File: config.mk
export PLATFORM = sky130hd
export DESIGN_NAME = ultrasonic_echo_ranger
export DESIGN_NICKNAME = d
export VERILOG_FILES = /design/src/hw/rtl/uer_pkg.sv /design/src/hw/rtl/ultrasonic_echo_ranger.sv /design/src/hw/rtl/uer_csr.sv /design/src/hw/rtl/uer_scale.sv /design/src/hw/rtl/uer_engine.sv /design/src/hw/rtl/uer_out_buf.sv
export SDC_FILE = /design/constraint.sdc
export NUM_CORES = 1
export LEC_CHECK = 0
export BUFFER_PORTS_ARGS = -buffer_cell sky130_fd_sc_hd__buf_2
export CORE_MARGIN = 1.5
export CORE_UTILIZATION = 66
export DETAILED_ROUTE_END_ITERATION = 8
export GPL_ROUTABILITY_DRIVEN = 0
export GPL_TIMING_DRIVEN = 0
export PLACE_DENSITY = 0.8
export SYNTH_ARGS = -nofsm -noshare
export SYNTH_HDL_FRONTEND = slang
export SYNTH_HIERARCHICAL = 1
export SYNTH_SLANG_ARGS = --single-unit
File: constraint.sdc
create_clock -name clock -period 8.3 [get_ports clock]
set_input_delay 1.245 -clock clock [delete_from_list [all_inputs] [get_ports clock]]
set_output_delay 1.245 -clock clock [all_outputs]
set_load 0.05 [all_outputs]
File: src/hw/rtl/uer_pkg.sv
// Shared types and constants for the ultrasonic echo ranger.
// Used by every module under hw/rtl; no dependencies.
package uer_pkg;

   localparam int unsigned CountBitsDefault  = 16;
   localparam int unsigned MaxSamplesDefault = 8;

   localparam int unsigned CsrIndexBits = 3;
   localparam int unsigned CsrDataBits  = 16;
   localparam int unsigned DistBits     = 16;
   localparam int unsigned ScaleShift   = 16;

   typedef enum logic [CsrIndexBits-1:0] {
      CSR_TRIGGER_WIDTH = 3'd0,
      CSR_ECHO_TIMEOUT  = 3'd1,
      CSR_SETTLE        = 3'd2,
      CSR_SAMPLES       = 3'd3,
      CSR_SCALE         = 3'd4
   } csr_index_type;

   localparam logic [9:0]  TriggerWidthReset = 10'd20;
   localparam logic [15:0] EchoTimeoutReset  = 16'd15000;
   localparam logic [9:0]  SettleReset       = 10'd50;
   localparam logic [3:0]  SamplesReset      = 4'd5;
   localparam logic [15:0] ScaleReset        = 16'd3603;

   typedef struct packed {
      logic [9:0]  trigger_width_ticks;
      logic [15:0] echo_timeout_ticks;
      logic [9:0]  settle_ticks;
      logic [3:0]  samples_per_reading;
      logic [15:0] distance_scale;
   } cfg_type;

   typedef enum logic [2:0] {
      PH_IDLE   = 3'd0,
      PH_TRIG   = 3'd1,
      PH_WAIT   = 3'd2,
      PH_COUNT  = 3'd3,
      PH_SETTLE = 3'd4
   } phase_type;

   typedef struct packed {
      logic                trigger_level;
      logic                busy_res;
      logic                reading_valid;
      logic [DistBits-1:0] distance_sixteenths;
      logic                timeout_seen;
   } rsp_type;

endpackage

File: src/hw/rtl/ultrasonic_echo_ranger.sv
// Ultrasonic echo ranger top level: one input transfer per 1 us tick, one result each.
// Each tick's result is registered in the result buffer. Throughput: one tick per
// cycle while req_ready is high; the sequencer update is a single registered step.
// A two-entry result buffer keeps req_ready high while one result waits.
// Reset (synchronous, active high) idles the sequencer, empties the buffer and
// loads the register defaults.
module ultrasonic_echo_ranger #(
   parameter int unsigned COUNT_BITS  = uer_pkg::CountBitsDefault,
   parameter int unsigned MAX_SAMPLES = uer_pkg::MaxSamplesDefault
) (
   input  logic                             clock,
   input  logic                             reset,
   input  logic                             req_valid,
   output logic                             req_ready,
   input  logic                             req_start_request,
   input  logic                             req_echo_level,
   output logic                             rsp_valid,
   input  logic                             rsp_ready,
   output logic                             rsp_trigger_level,
   output logic                             rsp_busy_res,
   output logic                             rsp_reading_valid,
   output logic [uer_pkg::DistBits-1:0]     rsp_distance_sixteenths,
   output logic                             rsp_timeout_seen,
   input  logic                             csr_wen,
   input  logic [uer_pkg::CsrIndexBits-1:0] csr_index,
   input  logic [uer_pkg::CsrDataBits-1:0]  csr_wdata
);
   import uer_pkg::*;

   cfg_type cfg;
   rsp_type step_res;
   rsp_type out_res;
   logic    step_en;

   assign step_en = req_valid && req_ready;

   uer_csr u_csr (
      .clock     (clock),
      .reset     (reset),
      .csr_wen   (csr_wen),
      .csr_index (csr_index),
      .csr_wdata (csr_wdata),
      .cfg       (cfg)
   );

   uer_engine #(
      .COUNT_BITS  (COUNT_BITS),
      .MAX_SAMPLES (MAX_SAMPLES)
   ) u_engine (
      .clock         (clock),
      .reset         (reset),
      .step_en       (step_en),
      .start_request (req_start_request),
      .echo_level    (req_echo_level),
      .cfg           (cfg),
      .res           (step_res)
   );

   uer_out_buf u_out_buf (
      .clock      (clock),
      .reset      (reset),
      .push_valid (req_valid),
      .push_ready (req_ready),
      .push_data  (step_res),
      .pop_valid  (rsp_valid),
      .pop_ready  (rsp_ready),
      .pop_data   (out_res)
   );

   assign rsp_trigger_level       = out_res.trigger_level;
   assign rsp_busy_res            = out_res.busy_res;
   assign rsp_reading_valid       = out_res.reading_valid;
   assign rsp_distance_sixteenths = out_res.distance_sixteenths;
   assign rsp_timeout_seen        = out_res.timeout_seen;

endmodule

File: src/hw/rtl/uer_csr.sv
// Configuration registers of the echo ranger, written through a plain write port.
// Depends on uer_pkg.
module uer_csr (
   input  logic                             clock,
   input  logic                             reset,
   input  logic                             csr_wen,
   input  logic [uer_pkg::CsrIndexBits-1:0] csr_index,
   input  logic [uer_pkg::CsrDataBits-1:0]  csr_wdata,
   output uer_pkg::cfg_type                 cfg
);
   import uer_pkg::*;

   cfg_type cfg_ff;
   cfg_type cfg_in;

   always_comb begin
      cfg_in = cfg_ff;
      if (csr_wen) begin
         case (csr_index)
            CSR_TRIGGER_WIDTH: cfg_in.trigger_width_ticks = csr_wdata[9:0];
            CSR_ECHO_TIMEOUT:  cfg_in.echo_timeout_ticks  = csr_wdata[15:0];
            CSR_SETTLE:        cfg_in.settle_ticks        = csr_wdata[9:0];
            CSR_SAMPLES:       cfg_in.samples_per_reading = csr_wdata[3:0];
            CSR_SCALE:         cfg_in.distance_scale      = csr_wdata[15:0];
            default: ;
         endcase
      end
   end

   always_ff @(posedge clock) begin
      if (reset) begin
         cfg_ff.trigger_width_ticks <= TriggerWidthReset;
         cfg_ff.echo_timeout_ticks  <= EchoTimeoutReset;
         cfg_ff.settle_ticks        <= SettleReset;
         cfg_ff.samples_per_reading <= SamplesReset;
         cfg_ff.distance_scale      <= ScaleReset;
      end else begin
         cfg_ff <= cfg_in;
      end
   end

   assign cfg = cfg_ff;

endmodule

File: src/hw/rtl/uer_scale.sv
// Sum-to-distance scaler: multiply by reciprocal, round half up, saturate to 16 bits.
// Depends on uer_pkg.
module uer_scale #(
   parameter int unsigned SUM_BITS = 19
) (
   input  logic [SUM_BITS-1:0]          echo_sum,
   input  logic [15:0]                  scale,
   output logic [uer_pkg::DistBits-1:0] distance
);
   import uer_pkg::*;

   localparam int unsigned PROD_BITS = SUM_BITS + 17;
   localparam int unsigned SH_BITS   = PROD_BITS - ScaleShift;
   localparam int unsigned CMP_BITS  = (SH_BITS > DistBits) ? SH_BITS : DistBits + 1;

   logic [PROD_BITS-1:0] product;
   logic [PROD_BITS-1:0] rounded;
   logic [SH_BITS-1:0]   shifted;
   logic [CMP_BITS-1:0]  shifted_ext;
   logic                 saturate;

   always_comb begin
      product     = PROD_BITS'(echo_sum) * PROD_BITS'(scale);
      rounded     = product + PROD_BITS'(1 << (ScaleShift - 1));
      shifted     = rounded[PROD_BITS-1:ScaleShift];
      shifted_ext = CMP_BITS'(shifted);
      saturate    = shifted_ext > CMP_BITS'({DistBits{1'b1}});
      distance    = saturate ? {DistBits{1'b1}} : shifted_ext[DistBits-1:0];
   end

endmodule

File: src/hw/rtl/uer_engine.sv
// Per-tick ranging sequencer: trigger, echo wait, echo count, settle, reading.
// Depends on uer_pkg and uer_scale.
module uer_engine #(
   parameter int unsigned COUNT_BITS  = uer_pkg::CountBitsDefault,
   parameter int unsigned MAX_SAMPLES = uer_pkg::MaxSamplesDefault
) (
   input  logic             clock,
   input  logic             reset,
   input  logic             step_en,
   input  logic             start_request,
   input  logic             echo_level,
   input  uer_pkg::cfg_type cfg,
   output uer_pkg::rsp_type res
);
   import uer_pkg::*;

   localparam int unsigned SUM_BITS = COUNT_BITS + $clog2(MAX_SAMPLES);
   localparam int unsigned IDX_BITS = $clog2(MAX_SAMPLES + 1);
   localparam int unsigned TGT_BITS = (IDX_BITS > 4) ? IDX_BITS : 4;
   localparam int unsigned CMP_BITS = (COUNT_BITS > 16) ? COUNT_BITS : 16;
   localparam logic [COUNT_BITS-1:0] CountMax = {COUNT_BITS{1'b1}};

   phase_type             phase_ff, phase_in;
   logic [9:0]            timer_ff, timer_in;
   logic [COUNT_BITS-1:0] count_ff, count_in;
   logic [IDX_BITS-1:0]   index_ff, index_in;
   logic [SUM_BITS-1:0]   sum_ff, sum_in;
   logic                  tflag_ff, tflag_in;
   logic [DistBits-1:0]   dist_ff, dist_in;

   logic [DistBits-1:0]   scaled;
   logic [TGT_BITS-1:0]   target;
   logic                  trig;
   logic                  ready_pulse;
   logic                  done;

   uer_scale #(
      .SUM_BITS (SUM_BITS)
   ) u_scale (
      .echo_sum (sum_ff),
      .scale    (cfg.distance_scale),
      .distance (scaled)
   );

   always_comb begin
      if (cfg.samples_per_reading == 4'd0) begin
         target = TGT_BITS'(1);
      end else if (TGT_BITS'(cfg.samples_per_reading) > TGT_BITS'(MAX_SAMPLES)) begin
         target = TGT_BITS'(MAX_SAMPLES);
      end else begin
         target = TGT_BITS'(cfg.samples_per_reading);
      end
   end

   always_comb begin
      phase_in    = phase_ff;
      timer_in    = timer_ff;
      count_in    = count_ff;
      index_in    = index_ff;
      sum_in      = sum_ff;
      tflag_in    = tflag_ff;
      dist_in     = dist_ff;
      trig        = 1'b0;
      ready_pulse = 1'b0;
      done        = 1'b0;

      if (phase_in == PH_IDLE && start_request) begin
         sum_in   = '0;
         index_in = '0;
         tflag_in = 1'b0;
         phase_in = PH_TRIG;
         timer_in = '0;
      end

      if (phase_in == PH_SETTLE) begin
         if (timer_in < cfg.settle_ticks) begin
            timer_in = timer_in + 10'd1;
         end else if (TGT_BITS'(index_in) >= target) begin
            dist_in     = scaled;
            ready_pulse = 1'b1;
            phase_in    = PH_IDLE;
            timer_in    = '0;
         end else begin
            phase_in = PH_TRIG;
            timer_in = '0;
         end
      end

      if (phase_in == PH_TRIG) begin
         trig     = 1'b1;
         timer_in = timer_in + 10'd1;
         if (timer_in >= cfg.trigger_width_ticks) begin
            phase_in = PH_WAIT;
            timer_in = '0;
         end
      end else if (phase_in == PH_WAIT) begin
         if (echo_level) begin
            count_in = '0;
            phase_in = PH_COUNT;
         end
      end

      if (phase_in == PH_COUNT) begin
         if (echo_level) begin
            if (count_in != CountMax) begin
               count_in = count_in + COUNT_BITS'(1);
            end
            if (CMP_BITS'(count_in) >= CMP_BITS'(cfg.echo_timeout_ticks)) begin
               tflag_in = 1'b1;
               done     = 1'b1;
            end
         end else begin
            done = 1'b1;
         end
         if (done) begin
            sum_in   = sum_in + SUM_BITS'(count_in);
            index_in = index_in + IDX_BITS'(1);
            phase_in = PH_SETTLE;
            timer_in = '0;
         end
      end

      res.trigger_level       = trig;
      res.busy_res            = (phase_in != PH_IDLE);
      res.reading_valid       = ready_pulse;
      res.distance_sixteenths = dist_in;
      res.timeout_seen        = tflag_in;
   end

   always_ff @(posedge clock) begin
      if (reset) begin
         phase_ff <= PH_IDLE;
         timer_ff <= '0;
         count_ff <= '0;
         index_ff <= '0;
         sum_ff   <= '0;
         tflag_ff <= 1'b0;
         dist_ff  <= '0;
      end else if (step_en) begin
         phase_ff <= phase_in;
         timer_ff <= timer_in;
         count_ff <= count_in;
         index_ff <= index_in;
         sum_ff   <= sum_in;
         tflag_ff <= tflag_in;
         dist_ff  <= dist_in;
      end
   end

   a_valid_ends_busy: assert property (@(posedge clock) disable iff (reset)
      (step_en && res.reading_valid) |-> !res.busy_res)
      else $error("reading presented while still busy");

   a_trigger_busy: assert property (@(posedge clock) disable iff (reset)
      (step_en && res.trigger_level) |-> res.busy_res)
      else $error("trigger driven outside a reading");

   a_index_bound: assert property (@(posedge clock) disable iff (reset)
      TGT_BITS'(index_ff) <= TGT_BITS'(MAX_SAMPLES))
      else $error("sample index beyond maximum");

endmodule

File: src/hw/rtl/uer_out_buf.sv
// Two-entry result buffer (output register plus skid) between engine and rsp channel.
// Depends on uer_pkg.
module uer_out_buf (
   input  logic             clock,
   input  logic             reset,
   input  logic             push_valid,
   output logic             push_ready,
   input  uer_pkg::rsp_type push_data,
   output logic             pop_valid,
   input  logic             pop_ready,
   output uer_pkg::rsp_type pop_data
);
   import uer_pkg::*;

   logic    main_valid_ff, main_valid_in;
   logic    skid_valid_ff, skid_valid_in;
   rsp_type main_ff, main_in;
   rsp_type skid_ff, skid_in;
   logic    push;
   logic    pop;

   assign push_ready = !skid_valid_ff;
   assign push       = push_valid && push_ready;
   assign pop        = main_valid_ff && pop_ready;

   always_comb begin
      main_valid_in = main_valid_ff;
      skid_valid_in = skid_valid_ff;
      main_in       = main_ff;
      skid_in       = skid_ff;
      if (pop) begin
         if (skid_valid_ff) begin
            main_in       = skid_ff;
            skid_valid_in = 1'b0;
         end else begin
            main_valid_in = push;
            main_in       = push_data;
         end
      end else if (!main_valid_ff) begin
         main_valid_in = push;
         main_in       = push_data;
      end else if (push) begin
         skid_valid_in = 1'b1;
         skid_in       = push_data;
      end
   end

   always_ff @(posedge clock) begin
      if (reset) begin
         main_valid_ff <= 1'b0;
         skid_valid_ff <= 1'b0;
      end else begin
         main_valid_ff <= main_valid_in;
         skid_valid_ff <= skid_valid_in;
      end
      main_ff <= main_in;
      skid_ff <= skid_in;
   end

   assign pop_valid = main_valid_ff;
   assign pop_data  = main_ff;

   a_skid_needs_main: assert property (@(posedge clock) disable iff (reset)
      skid_valid_ff |-> main_valid_ff)
      else $error("skid entry held with empty output register");

   a_skid_holds: assert property (@(posedge clock) disable iff (reset)
      (skid_valid_ff && !pop) |=> (skid_valid_ff && $stable(skid_ff)))
      else $error("skid entry lost without a transfer");

   a_push_lands: assert property (@(posedge clock) disable iff (reset)
      (push && !main_valid_ff) |=> (main_valid_ff && main_ff == $past(push_data)))
      else $error("transfer into empty buffer not captured");

endmodule
==> metrics.txt <==
Sw Pwr=0.481 mW; Startpoint Class=register; Residual DRC=0; CP Depth=24; Vias=17500; maxcap violations=0; Detail Route Antenna Nets=0; Clock Tree Buf Depth=2; clk sink count=167; number of CTS-inserted buffers=17; Root Buffer=clkbuf_16; Critical Path AT=8.24 ns; Critical Path End Type=register; worst path bufs/invs=6; Final Max Tran Viols=0; delay-heaviest family, CP=adder cells; switching share of total power=26.3%; largest net degree at the start of global routing=22; Hold Startpoint=u_engine/dist_ff[1]; CP max stage delay=0.61 ns; Final Hold Slack=0.464 ns; CP required=8.48 ns; Initial DRC Count=1691; final wirelength=56.8 mm; Tmin final=8.06 ns; PostCTS Resize Cnt=5; postcts setup bufs=0; initial antenna violation count=2; r2r startpoint=u_csr/cfg[8]; highest clock rate=0.124 GHz; relative slew slack=24.2%; nets@finish=2847; Flop pwr share=46.8%; first-pass GRT wire length=91.2 mm; Comb pwr share=8.6%; hold buffer count at CTS=0; min-delay worst type=register to register; TritonCTS clock tree=yes; H-tree levels=4; clock-pin slew on the worst setup and hold paths=0.07 ns; hold path cells=2; final hold viol count=0; design area=21900 sq um; Worst-Skew Late Latency=0.44 ns; Final Setup Violations=0; Final HPWL DP=44.5 mm; IR drop worst, VDD=0.000158 V; synth unique cells=98; Worst path most repeated cell=fa_1; # port buffers=46; crit path cell chain=clkbuf_2, clkbuf_1, nand2_1, fa_1, inv_1, fa_1, fa_1, fa_1, fa_1, inv_1, fa_1, inv_1, ha_1, o21ai_0, o211a_1, o21ai_1, a221oi_2, a211oi_2, or4_4, a211oi_4, buf_6, nand3_1, mux2_2, mux2_4; r2r worst-path depth=24; final global-route overflow total=0; Synth async-reset ratio=0%; Mean Syn Cell Area=8.77 sq um; Pint=1.35 mW; Yosys reg bits=167; Yosys warning total=6; share of layout cells above drive strength 1=8.86%; Tcrit/Tclk final=97.1%; DR pass1 iterations=6; top_reg_cell synth=dfxtp_1; Critical Path Source=u_csr/cfg[8]; Routed WL per cell=20.2 um; Die X=179 um; status=finished, final reports clean; die area=32200 sq um; clock share of power=44.6%; Post-DP Area=21300 sq um; Global Route Usage Sum=37.3%; EDFF count, synth=40; Mapped Cells=2341; post-layout util=71.6%; vias in the first global route=17800; Leak Pwr=10.7 nW; critical setup path kind=register to register; syn nets=2784; slowest CP cell=fa_1; Clock Skew=0.00851 ns; core box area=30600 sq um; area of the mapped netlist=20500 sq um; Least-Margin Pin Slew=1.13 ns; area grow syn2layout=6.74%; power per cell area=83.6 nW/um^2; unrepaired setup endpoints after global routing=false; Starting Density=67.1%; Via density=6.20; Setup WS pre-CTS=-0.296 ns; final setup TNS=0 ns; Final WS setup=0.240 ns; # rows=64; Ports=48; sequential-to-total area share from yosys stat=18.2%; die height=179 um; Crit Path Max Fanout=10
==> worst paths after layout <==
kind | to | slack (ns)
worst max-delay path | u_out_buf/pop_data[7] | 0.24
worst min register to register | u_engine/dist_ff[1] | 0.46
worst max register to register | u_out_buf/pop_data[7] | 0.24
worst min-delay path | u_engine/dist_ff[1] | 0.46
==> synth_stat cells (6+ instances only) <==
library cell  instances  area, sq um
inv_1               342         1280
nand2_1             307         1150
fa_1                237         4740
and2_1              184         1150
ha_1                180         2250
dfxtp_1             127         2540
nor2_1              117          439
a21oi_1              93          465
clkbuf_1             83          312
mux2i_1              62          621
nand2b_1             59          369
o21ai_0              55          275
nand3_1              41          205
edfxtp_1             40         1200
xnor2_1              28          245
xor2_1               25          219
a21o_1               23          173
mux2_2               23          259
and3_1               20          125
mux2_4               20          300
a31oi_1              17          106
nand4_1              17          106
nor3_1               17         85.1
buf_2                13         65.1
nor2b_1              13         81.3
o21a_1               11         82.6
a211oi_1             10         75.1
a22o_1                9         78.8
or3_1                 9         56.3
o21bai_1              8         60.1
o31ai_1               8         60.1
and4_1                7         61.3
nor4_1                7         43.8
o211ai_1              6         45.0
==> layout by cell type, fill, tap and decap left out, types with 50 or more instances in the layout <==
| master | count |
|---|---|
| dfxtp_1 | 121 |
| o21ai_0 | 54 |
| clkbuf_1 | 50 |
| nand2_1 | 307 |
| inv_1 | 342 |
| mux2i_1 | 62 |
| fa_1 | 237 |
| ha_1 | 180 |
| a21oi_1 | 93 |
| buf_2 | 59 |
| nor2_1 | 116 |
| and2_1 | 184 |
| nand2b_1 | 59 |
==> worst reg2reg max path, delay by kind of cell (launching register included) <==
family                   cells  cell delay, ns
AO/OA/AOI/OAI                6            1.52
adder cells (fa/ha/maj)      7            3.46
multiplexers                 2            0.59
buffers and inverters        6            1.13
AND/OR/NAND/NOR              3            0.79
flip-flops                   1            0.33
==> per-layer routing <==
layer | share of wire (%) | wire (um) | up-vias | track usage (%)
met5 | 0.033 | 19 | - | 0
met4 | 5.9 | 3350 | 2 | 20.4
met3 | 12 | 6650 | 229 | 12.2
met2 | 45 | 25500 | 993 | 59.2
met1 | 37 | 21300 | 8472 | 45.0
li1 | - | - | 7759 | -
==> power by group through the flow <==
stage	Clock [mW]	Combinational (mW)	Sequential, mW
after global placement	0	0.150	0.874
after floorplan	0	0.0786	0.894
final	0.817	0.158	0.858
after CTS	0.828	0.154	0.858
after detailed placement	0	0.154	0.875
after global routing	0.855	0.166	0.860
==> final cells by class <==
type / instances / area, sq um
Timing Repair Buffer: 47 / 245
Clock buffer: 18 / 439
Inverter: 344 / 1290
Buffer: 105 / 504
Clock inverter: 13 / 158
Fill cell: 2377 / 8680
Tap cell: 396 / 495
Antenna cell: 2 / 5.00
Sequential cell: 167 / 3750
Multi-Input combinational cell: 1722 / 15000
==> logic make-up after synthesis <==
group	count (synthesis)	synth area share, %
XOR/XNOR	54	2.34
flip-flops	167	18.2
multiplexers	107	5.86
AND/OR/NAND/NOR	832	20.6
buffers and inverters	452	8.62
adder cells (fa/ha/maj)	417	34.1
AO/OA/AOI/OAI	312	10.3
==> state kept, by name, summed over array words and instances, names as in the netlist <==
register	flops
u_engine/index_ff	4
u_out_buf/skid_valid_ff	1
u_engine/count_ff	16
u_engine/sum_ff	19
u_engine/tflag_ff	1
u_engine/phase_ff	3
u_engine/dist_ff	16
u_out_buf/pop_data	20
u_engine/timer_ff	10
u_csr/cfg	56
u_out_buf/skid_ff	20
u_out_buf/pop_valid	1
==> stage by stage <==
step                total power, mW  instances
floorplan                     0.972       2341
global route                   1.88       2812
CTS                            1.84       2813
detailed placement             1.03       2784
finish                         1.83       2814
global placement               1.02       2783
(Power assumes the default switching activity.)
